==> config.mk <==
export PLATFORM = sky130hd
export DESIGN_NAME = consecutive_run_filter
export DESIGN_NICKNAME = d
export VERILOG_FILES = /design/src/rtl/core/crf_pkg.sv /design/src/rtl/core/crf_link_unit.sv /design/src/rtl/core/crf_pend_mem.sv /design/src/rtl/core/consecutive_run_filter.sv
export VERILOG_INCLUDE_DIRS = /design/src /design/src/rtl/core
export SDC_FILE = /design/constraint.sdc
export NUM_CORES = 2
export LEC_CHECK = 0
export ABC_AREA = 1
export BUFFER_PORTS_ARGS = -buffer_cell sky130_fd_sc_hd__buf_2
export CAP_MARGIN = 20
export CORE_UTILIZATION = 30
export DETAILED_ROUTE_END_ITERATION = 12
export PLACE_DENSITY_LB_ADDON = 0.12
export SLEW_MARGIN = 25
export SYNTH_ARGS = -nofsm -noshare
export SYNTH_HDL_FRONTEND = slang
export SYNTH_SLANG_ARGS = --single-unit
==> constraint.sdc <==
create_clock -name clock -period 6.4 [get_ports clock]
set_input_delay 1.92 -clock clock [delete_from_list [all_inputs] [get_ports clock]]
set_output_delay 1.92 -clock clock [all_outputs]
set_load 0.05 [all_outputs]
==> src/rtl/core/consecutive_run_filter_macros.svh <==
// Assertion helper macros for the consecutive run filter.
// Included by the top level; no other dependencies.
`ifndef CONSECUTIVE_RUN_FILTER_MACROS_SVH
`define CONSECUTIVE_RUN_FILTER_MACROS_SVH

// Same-cycle implication.
`define CRF_ASSERT_IMPL(label, clk, rst, ante, cons, msg) \
   label: assert property (@(posedge clk) disable iff (rst) (ante) |-> (cons)) \
      else $error(msg);

// Next-cycle implication.
`define CRF_ASSERT_NEXT(label, clk, rst, ante, cons, msg) \
   label: assert property (@(posedge clk) disable iff (rst) (ante) |=> (cons)) \
      else $error(msg);

`endif

==> src/rtl/core/crf_pkg.sv <==
// Shared types and constants of the consecutive run filter.
// No dependencies; used by every module of the block.
`timescale 1ns / 1ps

package crf_pkg;

   localparam int NUM_W    = 32;
   localparam int OFF_W    = 48;
   localparam int THR_W    = 6;
   localparam int STRIDE_W = 16;
   localparam int CSR_IDX_W = 1;
   localparam int CSR_DATA_W = 16;

   localparam logic [CSR_IDX_W-1:0] CSR_RUN_THRESHOLD = 1'd0;
   localparam logic [CSR_IDX_W-1:0] CSR_RECORD_STRIDE = 1'd1;

   localparam logic [THR_W-1:0]    THRESHOLD_RESET = 6'd32;
   localparam logic [STRIDE_W-1:0] STRIDE_RESET    = 16'd512;

   typedef struct packed {
      logic [NUM_W-1:0] number;
      logic [OFF_W-1:0] offset;
   } pend_entry_type;

endpackage

==> src/rtl/core/crf_link_unit.sv <==
// Chain test: does the current record extend the previous one.
// Depends on crf_pkg.
`timescale 1ns / 1ps

module crf_link_unit (
   input  logic                          have_prev,
   input  logic [crf_pkg::NUM_W-1:0]     prev_number,
   input  logic [crf_pkg::OFF_W-1:0]     prev_offset,
   input  logic [crf_pkg::STRIDE_W-1:0]  stride,
   input  logic [crf_pkg::NUM_W-1:0]     cur_number,
   input  logic [crf_pkg::OFF_W-1:0]     cur_offset,
   output logic                          chain
);

   logic [crf_pkg::OFF_W:0]   offset_sum;
   logic [crf_pkg::NUM_W-1:0] number_inc;
   logic                      number_ok;
   logic                      offset_ok;

   // Keep the carry so a sum past 48 bits never matches.
   assign offset_sum = {1'b0, prev_offset}
                     + {{(crf_pkg::OFF_W + 1 - crf_pkg::STRIDE_W){1'b0}}, stride};
   assign number_inc = prev_number + crf_pkg::NUM_W'(1);
   assign number_ok  = (prev_number != '1) && (cur_number == number_inc);
   assign offset_ok  = (offset_sum == {1'b0, cur_offset});
   assign chain      = have_prev && number_ok && offset_ok;

endmodule

==> src/rtl/core/crf_pend_mem.sv <==
// Pending record buffer: one write port, one registered read port.
// Depends on crf_pkg for the entry type.
`timescale 1ns / 1ps

module crf_pend_mem #(
   parameter int DEPTH = 31,
   parameter int AW    = 5
) (
   input  logic                    clock,
   input  logic                    wr_en,
   input  logic [AW-1:0]           wr_addr,
   input  crf_pkg::pend_entry_type wr_data,
   input  logic                    rd_en,
   input  logic [AW-1:0]           rd_addr,
   output crf_pkg::pend_entry_type rd_data
);

   crf_pkg::pend_entry_type mem_ff [DEPTH];
   crf_pkg::pend_entry_type rd_data_ff;

   always_ff @(posedge clock) begin
      if (wr_en) begin
         mem_ff[wr_addr] <= wr_data;
      end
      if (rd_en) begin
         rd_data_ff <= mem_ff[rd_addr];
      end
   end

   assign rd_data = rd_data_ff;

endmodule

==> src/rtl/core/consecutive_run_filter.sv <==
// Top level of the consecutive run filter: sequencer, run state, output register.
// Depends on crf_pkg, crf_link_unit, crf_pend_mem and the assertion macro header.
`timescale 1ns / 1ps
`include "consecutive_run_filter_macros.svh"

// Consecutive run filter. Records arrive one transaction at a time on the req_
// channel and every record leaves again, in arrival order, on the rsp_ channel
// with a keep flag. A record chains onto the previous one when its number is
// exactly one higher (no wrap past all ones) and its offset exactly
// record_stride higher (no wrap past 48 bits). keep is set on every record of a
// run that reaches run_threshold records (0 and 1 both mean one; values above
// MAX_RUN act as MAX_RUN). Records of a run not yet confirmed wait in a pending
// memory of MAX_RUN-1 entries; they are released with keep=1 once the run is
// confirmed, or with keep=0 when the run breaks or an end_of_list record
// arrives. last_of_burst marks the final result caused by one input
// transaction; a record that only goes into the pending memory yields no
// result. The block takes one record at a time and holds req_stall high while
// it works. Each released pending record is read through the single read
// port of the pending memory (registered read) and then passes the one-deep
// output register; rsp_stall can hold that flow. csr_ready is always high;
// write registers only while the block is idle.
module consecutive_run_filter #(
   parameter int MAX_RUN = 32
) (
   input  logic                              clock,
   input  logic                              reset,
   // record input
   input  logic                              req_valid,
   output logic                              req_stall,
   input  logic [crf_pkg::NUM_W-1:0]         req_record_number,
   input  logic [crf_pkg::OFF_W-1:0]         req_record_offset,
   input  logic                              req_end_of_list,
   // result output
   output logic                              rsp_valid,
   input  logic                              rsp_stall,
   output logic [crf_pkg::NUM_W-1:0]         rsp_out_number,
   output logic [crf_pkg::OFF_W-1:0]         rsp_out_offset,
   output logic                              rsp_keep,
   output logic                              rsp_last_of_burst,
   // register writes
   input  logic                              csr_valid,
   output logic                              csr_ready,
   input  logic [crf_pkg::CSR_IDX_W-1:0]     csr_index,
   input  logic [crf_pkg::CSR_DATA_W-1:0]    csr_wdata
);

   localparam int DEPTH  = MAX_RUN - 1;
   localparam int AW     = (DEPTH > 1) ? $clog2(DEPTH) : 1;
   localparam int LEN_W  = $clog2(MAX_RUN + 1);
   localparam int CMP_W  = (LEN_W > crf_pkg::THR_W) ? LEN_W : crf_pkg::THR_W;

   // sequencer states
   localparam logic [2:0] S_IDLE   = 3'd0;
   localparam logic [2:0] S_EVAL   = 3'd1;
   localparam logic [2:0] S_MID    = 3'd2;
   localparam logic [2:0] S_CUR    = 3'd3;
   localparam logic [2:0] S_FL_RD  = 3'd4;
   localparam logic [2:0] S_FL_OUT = 3'd5;

   // which release pass the flush loop is running
   localparam logic [1:0] PH_BREAK   = 2'd0;
   localparam logic [1:0] PH_CONFIRM = 2'd1;
   localparam logic [1:0] PH_EOL     = 2'd2;

   // ---------------- registers ----------------
   logic [2:0]                       state_ff, state_in;
   logic [1:0]                       phase_ff, phase_in;
   logic [LEN_W-1:0]                 idx_ff, idx_in;
   logic [LEN_W-1:0]                 cnt_ff, cnt_in;
   logic                             fl_keep_ff, fl_keep_in;
   logic                             fl_last_ff, fl_last_in;

   logic [crf_pkg::NUM_W-1:0]        cur_num_ff, cur_num_in;
   logic [crf_pkg::OFF_W-1:0]        cur_off_ff, cur_off_in;
   logic                             cur_eol_ff, cur_eol_in;

   logic [crf_pkg::NUM_W-1:0]        prev_num_ff, prev_num_in;
   logic [crf_pkg::OFF_W-1:0]        prev_off_ff, prev_off_in;
   logic [LEN_W-1:0]                 len_ff, len_in;
   logic                             conf_ff, conf_in;

   // plan for the current record, worked out in S_EVAL
   logic [LEN_W-1:0]                 plen_ff, plen_in;
   logic                             b_conf_ff, b_conf_in;
   logic                             b_reach_ff, b_reach_in;
   logic                             c_emit_ff, c_emit_in;

   logic [crf_pkg::THR_W-1:0]        thr_ff, thr_in;
   logic [crf_pkg::STRIDE_W-1:0]     stride_ff, stride_in;

   logic                             out_valid_ff, out_valid_in;
   logic [crf_pkg::NUM_W-1:0]        out_num_ff, out_num_in;
   logic [crf_pkg::OFF_W-1:0]        out_off_ff, out_off_in;
   logic                             out_keep_ff, out_keep_in;
   logic                             out_last_ff, out_last_in;

   // ---------------- datapath helpers ----------------
   logic                             chain;
   logic                             req_accept;
   logic                             out_free;
   logic [LEN_W-1:0]                 base_len;
   logic [LEN_W-1:0]                 new_len;
   logic                             conf_mid;
   logic                             reach;
   logic                             b_emit;
   logic                             c_emit;
   logic [LEN_W-1:0]                 break_cnt;
   logic [LEN_W-1:0]                 plen_dec;
   logic [LEN_W-1:0]                 idx_inc;

   logic                             mem_wr_en;
   logic                             mem_rd_en;
   crf_pkg::pend_entry_type          mem_wr_data;
   crf_pkg::pend_entry_type          mem_rd_data;

   assign req_accept = req_valid && !req_stall;
   assign req_stall  = (state_ff != S_IDLE);
   assign csr_ready  = 1'b1;
   assign out_free   = !out_valid_ff || !rsp_stall;

   crf_link_unit u_link (
      .have_prev   (len_ff != '0),
      .prev_number (prev_num_ff),
      .prev_offset (prev_off_ff),
      .stride      (stride_ff),
      .cur_number  (cur_num_ff),
      .cur_offset  (cur_off_ff),
      .chain       (chain)
   );

   // Run bookkeeping for the record held in cur_*.
   assign base_len  = chain ? len_ff : '0;
   assign conf_mid  = chain && conf_ff;
   assign new_len   = (base_len == LEN_W'(MAX_RUN)) ? base_len : base_len + LEN_W'(1);
   // Saturate the threshold at MAX_RUN: the run length never exceeds it.
   assign reach     = (CMP_W'(new_len) >= CMP_W'(thr_ff)) || (new_len == LEN_W'(MAX_RUN));
   assign b_emit    = conf_mid || reach;
   assign c_emit    = cur_eol_ff && !b_emit;
   assign break_cnt = (!chain && !conf_ff) ? len_ff : '0;
   assign plen_dec  = plen_ff - LEN_W'(1);
   assign idx_inc   = idx_ff + LEN_W'(1);

   assign mem_wr_data.number = cur_num_ff;
   assign mem_wr_data.offset = cur_off_ff;

   crf_pend_mem #(
      .DEPTH (DEPTH),
      .AW    (AW)
   ) u_pend (
      .clock   (clock),
      .wr_en   (mem_wr_en),
      .wr_addr (plen_dec[AW-1:0]),
      .wr_data (mem_wr_data),
      .rd_en   (mem_rd_en),
      .rd_addr (idx_ff[AW-1:0]),
      .rd_data (mem_rd_data)
   );

   // ---------------- sequencer ----------------
   always_comb begin
      state_in    = state_ff;
      phase_in    = phase_ff;
      idx_in      = idx_ff;
      cnt_in      = cnt_ff;
      fl_keep_in  = fl_keep_ff;
      fl_last_in  = fl_last_ff;
      cur_num_in  = cur_num_ff;
      cur_off_in  = cur_off_ff;
      cur_eol_in  = cur_eol_ff;
      prev_num_in = prev_num_ff;
      prev_off_in = prev_off_ff;
      len_in      = len_ff;
      conf_in     = conf_ff;
      plen_in     = plen_ff;
      b_conf_in   = b_conf_ff;
      b_reach_in  = b_reach_ff;
      c_emit_in   = c_emit_ff;
      thr_in      = thr_ff;
      stride_in   = stride_ff;
      out_num_in  = out_num_ff;
      out_off_in  = out_off_ff;
      out_keep_in = out_keep_ff;
      out_last_in = out_last_ff;
      mem_wr_en   = 1'b0;
      mem_rd_en   = 1'b0;

      // drop the held result once it is taken
      out_valid_in = out_valid_ff && rsp_stall;

      if (csr_valid && csr_ready) begin
         case (csr_index)
            crf_pkg::CSR_RUN_THRESHOLD: thr_in    = csr_wdata[crf_pkg::THR_W-1:0];
            crf_pkg::CSR_RECORD_STRIDE: stride_in = csr_wdata[crf_pkg::STRIDE_W-1:0];
            default: ;
         endcase
      end

      case (state_ff)
         S_IDLE: begin
            if (req_accept) begin
               cur_num_in = req_record_number;
               cur_off_in = req_record_offset;
               cur_eol_in = req_end_of_list;
               state_in   = S_EVAL;
            end
         end

         // Commit the run state after this record and plan the releases.
         S_EVAL: begin
            prev_num_in = cur_num_ff;
            prev_off_in = cur_off_ff;
            len_in      = cur_eol_ff ? '0 : new_len;
            conf_in     = cur_eol_ff ? 1'b0 : b_emit;
            plen_in     = new_len;
            b_conf_in   = conf_mid;
            b_reach_in  = !conf_mid && reach;
            c_emit_in   = c_emit;
            if (break_cnt != '0) begin
               // release the broken run with keep clear
               phase_in   = PH_BREAK;
               idx_in     = '0;
               cnt_in     = break_cnt;
               fl_keep_in = 1'b0;
               fl_last_in = !b_emit && !c_emit;
               state_in   = S_FL_RD;
            end else begin
               state_in   = S_MID;
            end
         end

         S_MID: begin
            if (b_conf_ff) begin
               state_in = S_CUR;
            end else if (b_reach_ff) begin
               if (plen_ff > LEN_W'(1)) begin
                  // run just confirmed: release the waiting records kept
                  phase_in   = PH_CONFIRM;
                  idx_in     = '0;
                  cnt_in     = plen_dec;
                  fl_keep_in = 1'b1;
                  fl_last_in = 1'b0;
                  state_in   = S_FL_RD;
               end else begin
                  state_in   = S_CUR;
               end
            end else begin
               // hold the record until the run is decided
               mem_wr_en = 1'b1;
               if (c_emit_ff) begin
                  phase_in   = PH_EOL;
                  idx_in     = '0;
                  cnt_in     = plen_ff;
                  fl_keep_in = 1'b0;
                  fl_last_in = 1'b1;
                  state_in   = S_FL_RD;
               end else begin
                  state_in   = S_IDLE;
               end
            end
         end

         S_CUR: begin
            if (out_free) begin
               out_valid_in = 1'b1;
               out_num_in   = cur_num_ff;
               out_off_in   = cur_off_ff;
               out_keep_in  = 1'b1;
               out_last_in  = 1'b1;
               state_in     = S_IDLE;
            end
         end

         S_FL_RD: begin
            mem_rd_en = 1'b1;
            state_in  = S_FL_OUT;
         end

         S_FL_OUT: begin
            if (out_free) begin
               out_valid_in = 1'b1;
               out_num_in   = mem_rd_data.number;
               out_off_in   = mem_rd_data.offset;
               out_keep_in  = fl_keep_ff;
               out_last_in  = fl_last_ff && (idx_inc == cnt_ff);
               idx_in       = idx_inc;
               if (idx_inc == cnt_ff) begin
                  case (phase_ff)
                     PH_BREAK:   state_in = S_MID;
                     PH_CONFIRM: state_in = S_CUR;
                     PH_EOL:     state_in = S_IDLE;
                     default:    state_in = S_IDLE;
                  endcase
               end else begin
                  state_in = S_FL_RD;
               end
            end
         end

         default: state_in = S_IDLE;
      endcase
   end

   always_ff @(posedge clock) begin
      if (reset) begin
         state_ff     <= S_IDLE;
         phase_ff     <= PH_BREAK;
         idx_ff       <= '0;
         cnt_ff       <= '0;
         len_ff       <= '0;
         conf_ff      <= 1'b0;
         thr_ff       <= crf_pkg::THRESHOLD_RESET;
         stride_ff    <= crf_pkg::STRIDE_RESET;
         out_valid_ff <= 1'b0;
      end else begin
         state_ff     <= state_in;
         phase_ff     <= phase_in;
         idx_ff       <= idx_in;
         cnt_ff       <= cnt_in;
         len_ff       <= len_in;
         conf_ff      <= conf_in;
         thr_ff       <= thr_in;
         stride_ff    <= stride_in;
         out_valid_ff <= out_valid_in;
      end
   end

   // payload and plan registers: no reset needed
   always_ff @(posedge clock) begin
      fl_keep_ff  <= fl_keep_in;
      fl_last_ff  <= fl_last_in;
      cur_num_ff  <= cur_num_in;
      cur_off_ff  <= cur_off_in;
      cur_eol_ff  <= cur_eol_in;
      prev_num_ff <= prev_num_in;
      prev_off_ff <= prev_off_in;
      plen_ff     <= plen_in;
      b_conf_ff   <= b_conf_in;
      b_reach_ff  <= b_reach_in;
      c_emit_ff   <= c_emit_in;
      out_num_ff  <= out_num_in;
      out_off_ff  <= out_off_in;
      out_keep_ff <= out_keep_in;
      out_last_ff <= out_last_in;
   end

   assign rsp_valid         = out_valid_ff;
   assign rsp_out_number    = out_num_ff;
   assign rsp_out_offset    = out_off_ff;
   assign rsp_keep          = out_keep_ff;
   assign rsp_last_of_burst = out_last_ff;

   // ---------------- assertions ----------------
   `CRF_ASSERT_IMPL(a_len_range, clock, reset, 1'b1, len_ff <= LEN_W'(MAX_RUN), "run length above MAX_RUN")
   `CRF_ASSERT_IMPL(a_open_fits, clock, reset, !conf_ff, len_ff <= LEN_W'(DEPTH), "open run exceeds pending memory")
   `CRF_ASSERT_NEXT(a_accept_eval, clock, reset, req_accept, state_ff == S_EVAL, "accepted record not evaluated")
   `CRF_ASSERT_IMPL(a_flush_idx, clock, reset, (state_ff == S_FL_RD) || (state_ff == S_FL_OUT), idx_ff < cnt_ff, "flush index past count")

endmodule
Yosys cells after proc, flatten, opt, wreduce, memory -nomap -nowiden
Memories as Yosys holds them, arrays and structs flattened. A register that Yosys moved wholly into a read port is not among the register bits.
Cells that the tools add are included.
{"block": "totals", "wordCells": 156, "memories": 1, "regBits": 301, "output_inout_bits": 85, "ramBits": 2480, "latch_bits": 0, "inputBits": 103, "mem_bits_ro": 0}
{"memory": "u_pend.mem_ff", "words": 31, "word_bits": 80, "rd": 1, "rd_ports_with_merged_regs": 1, "write_ports": 1, "line_no": "crf_pend_mem.sv:18", "text": "crf_pkg::pend_entry_type mem_ff [DEPTH];"}
{"block": "classes", "n_reduce_logical": 38, "multipliers": 0, "n_eq_ne": 19, "div_mod_pow": 0, "n_bitwise": 1, "order_cmp": 2, "muxes": 66, "shifts": 0, "add_sub_neg": 5}
{"op": "2-to-1 mux 48 bit", "n": 2}
{"op": "one-hot mux 48 bit (2 select lines)", "n": 1}
{"op": "2-to-1 mux 6 bit", "n": 15}
{"op": "2-to-1 mux 32 bit", "n": 2}
{"op": "one-hot mux 32 bit (2 select lines)", "n": 1}
{"op": "adder 48 x 16 -> 49 bit", "n": 1}
{"op": "equality test 49 x 48 -> 1 bit", "n": 1}
{"op": "adder 32 x 1 -> 32 bit, second input constant", "n": 1}
{"op": "equality test 32 bit", "n": 1}
{"op": "!= test 32 bit, second input constant", "n": 1}
{"op": "2-to-1 mux 3 bit", "n": 9}
{"op": "2-to-1 mux 1 bit", "n": 22}
{"op": "one-hot mux 3 bit (6 select lines)", "n": 1}
{"op": "one-hot mux 6 bit (3 select lines)", "n": 1}
{"op": "adder 6 x 1 -> 6 bit, second input constant", "n": 2}
{"op": "equality test 6 bit, second input constant", "n": 2}
{"op": "one-hot mux 6 bit (2 select lines)", "n": 1}
{"op": "nonzero test 6 bit", "n": 2}
{"op": "logical AND 1 bit", "n": 11}
{"op": "2-to-1 mux 2 bit", "n": 5}
{"op": "!= test 2 bit, second input constant", "n": 5}
{"op": "zero test 1 bit", "n": 8}
{"op": "one-hot mux 1 bit (2 select lines)", "n": 4}
{"op": "one-hot mux 2 bit (2 select lines)", "n": 2}
{"op": "other kinds (20)", "n": 30}

Logic depth before layout (Yosys ltp)
{"block": "logic_depth", "ltp_word": 17, "depth_mapped": 39, "mapped_depth_nobuf": 39}

Modules after synthesis
From an unflattened synthesis, not the netlist that was laid out.
{"block": "unflattened", "hier_cells": 10032, "area_unflattened_um2": 117268.7}
{"module": "crf_pend_mem", "n_inst": 1, "area_each_um2": 101437.3, "seq_area_each_um2": 76873.7, "cells_each": 8172}
{"module": "consecutive_run_filter", "n_inst": 1, "area_each_um2": 11342.1, "seq_area_each_um2": 8568.2, "cells_each": 940}
{"module": "crf_link_unit", "n_inst": 1, "area_each_um2": 4489.3, "seq_area_each_um2": 0.0, "cells_each": 920}

Worst setup path after synthesis
Ideal clock, no wire load.
{"block": "synth_path", "kind": "register -> register", "start": "register state_ff[0]", "end": "register fl_keep_ff, enable pin", "stages_incl_launch_ff": 10, "setup_time_ns": 0.310, "slack_ns": -0.166, "synth_period_minus_slack_ns": 6.566, "required_time_ns": 6.090, "arrival_ns": 6.257, "path_buffers": 1, "cell_sequence": "dfxtp_1 > inv_1 > nor2_1 > inv_1 > nor2_1 > clkinv_1 > o21ai_0 > nand2_1 > inv_2 > buf_2"}
{"block": "synth_between", "elab_chain_cells": 3, "elab_cells_between_ends": 8, "classes_between": "eq/ne (6); reduce/logical (2)"}
{"element": "from (decl)", "line_no": "consecutive_run_filter.sv:66", "text": "logic [2:0] state_ff, state_in;"}
{"element": "from (signal assigned)", "line_no": "consecutive_run_filter.sv:315", "text": "state_ff <= state_in;"}
{"element": "equality test 3 x 2 -> 1 bit or equality test 3 x 1 -> 1 bit (tied branches)", "line_no": "consecutive_run_filter.sv:198", "text": "case (state_ff)"}
{"element": "!= test 3 bit (no source line) (tied with other cells)"}
{"element": "AND reduction 5 bit (no source line) *"}
{"element": "to (signal assigned)", "line_no": "consecutive_run_filter.sv:329", "text": "fl_keep_ff <= fl_keep_in;"}
{"element": "to (decl)", "line_no": "consecutive_run_filter.sv:70", "text": "logic fl_keep_ff, fl_keep_in;"}
Mark *: on every way between the ends. The rest lies on a longest branch, timed or not.
A chain may end at the register's enable or synchronous reset.

Final worst setup path
{"block": "layout_path", "start": "register prev_off_ff[0] in the netlist's numbering", "end": "register conf_ff"}
{"block": "layout_between", "elab_chain_cells": 10, "elab_cells_between_ends": 13, "classes_between": "add/sub (2); order compare (1); eq/ne (3); mux (3); reduce/logical (4)"}
{"element": "from (decl)", "line_no": "consecutive_run_filter.sv:78", "text": "logic [crf_pkg::OFF_W-1:0] prev_off_ff, prev_off_in;"}
{"element": "from (signal assigned)", "line_no": "consecutive_run_filter.sv:335", "text": "prev_off_ff <= prev_off_in;"}
{"element": "adder 48 x 16 -> 49 bit *", "line_no": "crf_link_unit.sv:22", "text": "+ {{(crf_pkg::OFF_W + 1 - crf_pkg::STRIDE_W){1'b0}}, stride};"}
{"element": "equality test 49 x 48 -> 1 bit *", "line_no": "crf_link_unit.sv:25", "text": "assign offset_ok = (offset_sum == {1'b0, cur_offset});"}
{"element": "logical AND 1 bit *", "line_no": "crf_link_unit.sv:26", "text": "assign chain = have_prev && number_ok && offset_ok;"}
{"element": "2-to-1 mux 6 bit *", "line_no": "consecutive_run_filter.sv:132", "text": "assign base_len = chain ? len_ff : '0;"}
{"element": "adder 6 x 1 -> 6 bit or equality test 6 bit (tied branches)", "line_no": "consecutive_run_filter.sv:134", "text": "assign new_len = (base_len == LEN_W'(MAX_RUN)) ? base_len : base_len + LEN_W'(1);"}
{"element": "2-to-1 mux 6 bit *", "line_no": "consecutive_run_filter.sv:134"}
{"element": "net new_len[0]", "line_no": "consecutive_run_filter.sv:102", "text": "logic [LEN_W-1:0] new_len;"}
{"element": ">= comparator 6 bit or equality test 6 bit (tied branches)", "line_no": "consecutive_run_filter.sv:136", "text": "assign reach = (CMP_W'(new_len) >= CMP_W'(thr_ff)) || (new_len == LEN_W'(MAX_RUN));"}
{"element": "logical OR 1 bit *", "line_no": "consecutive_run_filter.sv:136"}
{"element": "logical OR 1 bit *", "line_no": "consecutive_run_filter.sv:137", "text": "assign b_emit = conf_mid || reach;"}
{"element": "2-to-1 mux 1 bit *", "line_no": "consecutive_run_filter.sv:213", "text": "conf_in = cur_eol_ff ? 1'b0 : b_emit;"}
{"element": "to (signal assigned)", "line_no": "consecutive_run_filter.sv:320", "text": "conf_ff <= conf_in;"}
{"element": "to (decl)", "line_no": "consecutive_run_filter.sv:80", "text": "logic conf_ff, conf_in;"}
Mark *: on every way through the listed nets, which the timed path passes. The rest lies on a longest branch.

==> impl_metrics.ini <==
[setup_path]
required_ns = 7.19
reg2reg_depth = 36
end_kind = register
crit_fanout = 7
crit_slowest_cell = fa_1
cp_data_arrival_time_ns = 6.33
startpoint_type = register
crit_top_cell = nand2_1
critPathKind = register to register
max_stage_delay_ns = 0.45

[yosys]
netlist.area_leader.share_pct = 74.1
synth_cell_types = 57
synth_adder_area_share_pct = 0.368
ys_warn_count = 0
yosys.area.top_type = edfxtp_1
async_flop_share_pct = 0
synth_compound_area_share_pct = 11.4
synthesis.area_um2 = 114000
synthCells = 8972
synth_flop_cell = edfxtp_1
synth_simple_gate_area_share_pct = 10.1
syn_nets = 9108
seq_area_frac_synth_pct = 74.9
synthMuxAreaShare_pct = 0
synth_seq_cells = 2861
avgSynthCellArea_um2 = 12.7
netlist_top_cells_area = edfxtp_1 (74%), o21ai_0 (5.3%), nand2_1 (4.3%)
synthXorXnorAreaFrac_pct = 0.583
synth_top_family_by_area = compound AO/OA/AOI/OAI gates
synth_edf_count = 2814

[cts]
htree_levels = 5
cts_tree = done
numClockSinks = 2861
cts_resized = 0
cts-root-buf = clkbuf_16
cts_buffers = 317
hold_buffers = 0
clockBufferDepth = 4
worst_skew_pair.late_latency_ns = 0.92
cts.clk_slew.worst_paths_ns = 0.06
cts_setup_buffers = 0

[timing]
fin_crit_sh_pct = 86.6
holdWs_ns = 0.468
finalClockSkew_ns = 0.0475
rsz0062_at_grt = false
finalSetupTns_ns = 0
max_slew.worst_pin.slew_ns = 1.24
clock.fmax_mhz = 180
finalHoldViolations = 0
setup_violations = 0
max-slew-margin-rel_pct = 17.0
finalCriticalPeriod_ns = 5.54
final_max_slew_viol_count = 0

[grt]
track_usage_pct = 22.0
grt_overflow = 0
grt_pass1_vias = 74237
grt_pass1_wl_um = 594000
antenna_found_initial = 49
grt_max_degree = 205

[detailed_routing]
firstDrtPassIters = 7
vias = 76214
drcViolationCount = 0
drt_iter0_drc = 8125
post_drt_wl_per_cell_um = 29.9
viasPerCell = 5.27
routed_wl_um = 432000
ant_nets = 0

[layout]
drive_above_1_share_pct = 9.88
finalInstanceArea_um2 = 132000
syn_to_final_growth_pct = 15.9
final_nets = 9301
fin_cells = 14457

[floorplan]
ios = 188
die_area_um2 = 383000
core_area_um2 = 379000
die_w_um = 619
die_h_um = 619
rows = 226
initial_core_util_pct = 30.1

[power]
power_frac_comb_pct = 18.9
p_int_uw = 34000
ir_drop_mv = 0.225
power_density_nw_per_um2 = 370
p_switching_uw = 14900
sw_frac_of_total_pct = 30.5
leakagePower_uw = 0.0440
power.share.clock_pct = 36.2
sequentialPowerShare_pct = 44.9

[outcome]
status = finished clean

[run]
cap_violations = 0

[placement]
dp_hpwl_um = 229000
port_buffers = 186
post-place-cells = 13862
place.gp.congestion = 0.903
place_area_um2 = 122000

[hold_path]
min_path_cells = 0
worstHoldPathType = register to register
final cells by class:
type	count	area, um2
diodes	22	55.1
clock buffers	402	8400
clock inverters	171	1450
fillers	36962	246000
inverters	251	982
multi-input cells	5306	25900
flip-flops and latches	2861	85500
well taps	5016	6280
repair buffers	428	3690
power by group through the flow:
stage / sequential (uW) / clock, uW / combinational (uW)
6_report: 22000 / 17700 / 9250
5_1_grt: 22000 / 18700 / 10100
4_1_cts: 22000 / 18100 / 9320
3_5_place_dp: 22400 / 0 / 9300
3_3_place_gp: 22400 / 0 / 9210
2_1_floorplan: 22500 / 0 / 5190
cells in the final DEF, fill, tap and decap left out, types with 7 or more instances in the layout:
cell type / n
buf_4: 167
a221o_1: 7
inv_1: 240
nand2_1: 1298
nand3_1: 265
o22ai_1: 420
clkinv_2: 50
o21ai_1: 15
clkinv_1: 75
diode_2: 22
clkbuf_1: 74
bufinv_16: 18
a31oi_1: 11
a21oi_1: 403
clkbuf_16: 320
a221oi_1: 46
a311oi_1: 28
nor2_4: 40
xor2_1: 38
nand3b_1: 19
buf_2: 186
nor2_2: 7
clkbuf_8: 8
nor2_1: 1162
o21ai_0: 1201
clkinv_8: 12
buf_12: 66
o31ai_1: 29
clkinvlp_4: 7
xnor2_1: 38
ha_1: 32
inv_6: 9
o221ai_1: 113
nor3_1: 40
o211ai_1: 9
nand4_1: 30
dfxtp_1: 43
edfxtp_1: 2814
cells by family (layout without fill, tap and decap cells):
| logic type | after synthesis | after routing |
|---|---|---|
| other | 1 | 23 |
| XOR/XNOR | 76 | 76 |
| adder cells (fa/ha/maj) | 33 | 33 |
| AND/OR/NAND/NOR | 2883 | 2883 |
| buffers and inverters | 805 | 1252 |
| AO/OA/AOI/OAI | 2313 | 2313 |
| flip-flops | 2861 | 2861 |
path summary, 6_finish.rpt:
kind,start,to,slack [ns]
setup reg to reg,prev_off_ff[0],conf_ff,0.86
hold reg to reg,cur_num_ff[0],prev_num_ff[0],0.47
hold / removal,cur_num_ff[0],prev_num_ff[0],0.47
setup / recovery,prev_off_ff[0],conf_ff,0.86
state kept, by name, summed over array words and instances (netlist names), 16 cells and up:
signal / count
rsp_out_number: 32
cur_off_ff: 48
u_pend.mem_ff: 2480
u_pend.rd_data: 80
prev_num_ff: 32
stride_ff: 16
cur_num_ff: 32
prev_off_ff: 48
rsp_out_offset: 48
cell usage after synthesis (38+ instances only):
library cell / count
edfxtp_1: 2814
nand3_1: 265
o21ai_0: 1211
clkbuf_1: 509
nor3_1: 40
xor2_1: 38
dfxtp_1: 47
a21oi_1: 403
nor2_1: 1198
o22ai_1: 420
xnor2_1: 38
nand2_1: 1300
buf_1: 42
a221oi_1: 46
inv_1: 244
o221ai_1: 113
stage by stage:
stage          utilization (%)  setup slack, ns  total power (uW)
2_1_floorplan                -            0.396             27700
3_3_place_gp              32.2            0.808             31600
3_5_place_dp              32.3            0.883             31700
4_1_cts                   34.9            0.866             49400
5_1_grt                   34.9            0.314             50800
6_report                  34.9            0.857             48900
critical path: cells and delay by family (launching register included):
family | cells | cell delay [ns]
AO/OA/AOI/OAI | 6 | 0.91
AND/OR/NAND/NOR | 24 | 2.91
buffers and inverters | 2 | 0.12
flip-flops | 1 | 0.37
adder cells (fa/ha/maj) | 4 | 1.14
metal layers:
layer | vias to the layer above | share of wire (%) | global-route usage, % | wire length [um]
li1 | 33455 | - | - | -
met1 | 39490 | 44 | 30.2 | 188000
met2 | 2695 | 48 | 36.6 | 205000
met3 | 564 | 6.0 | 2.76 | 25800
met4 | 10 | 2.9 | 6.03 | 12400
met5 | - | 0.015 | 0 | 66
Power figures use the tool's default switching activity.
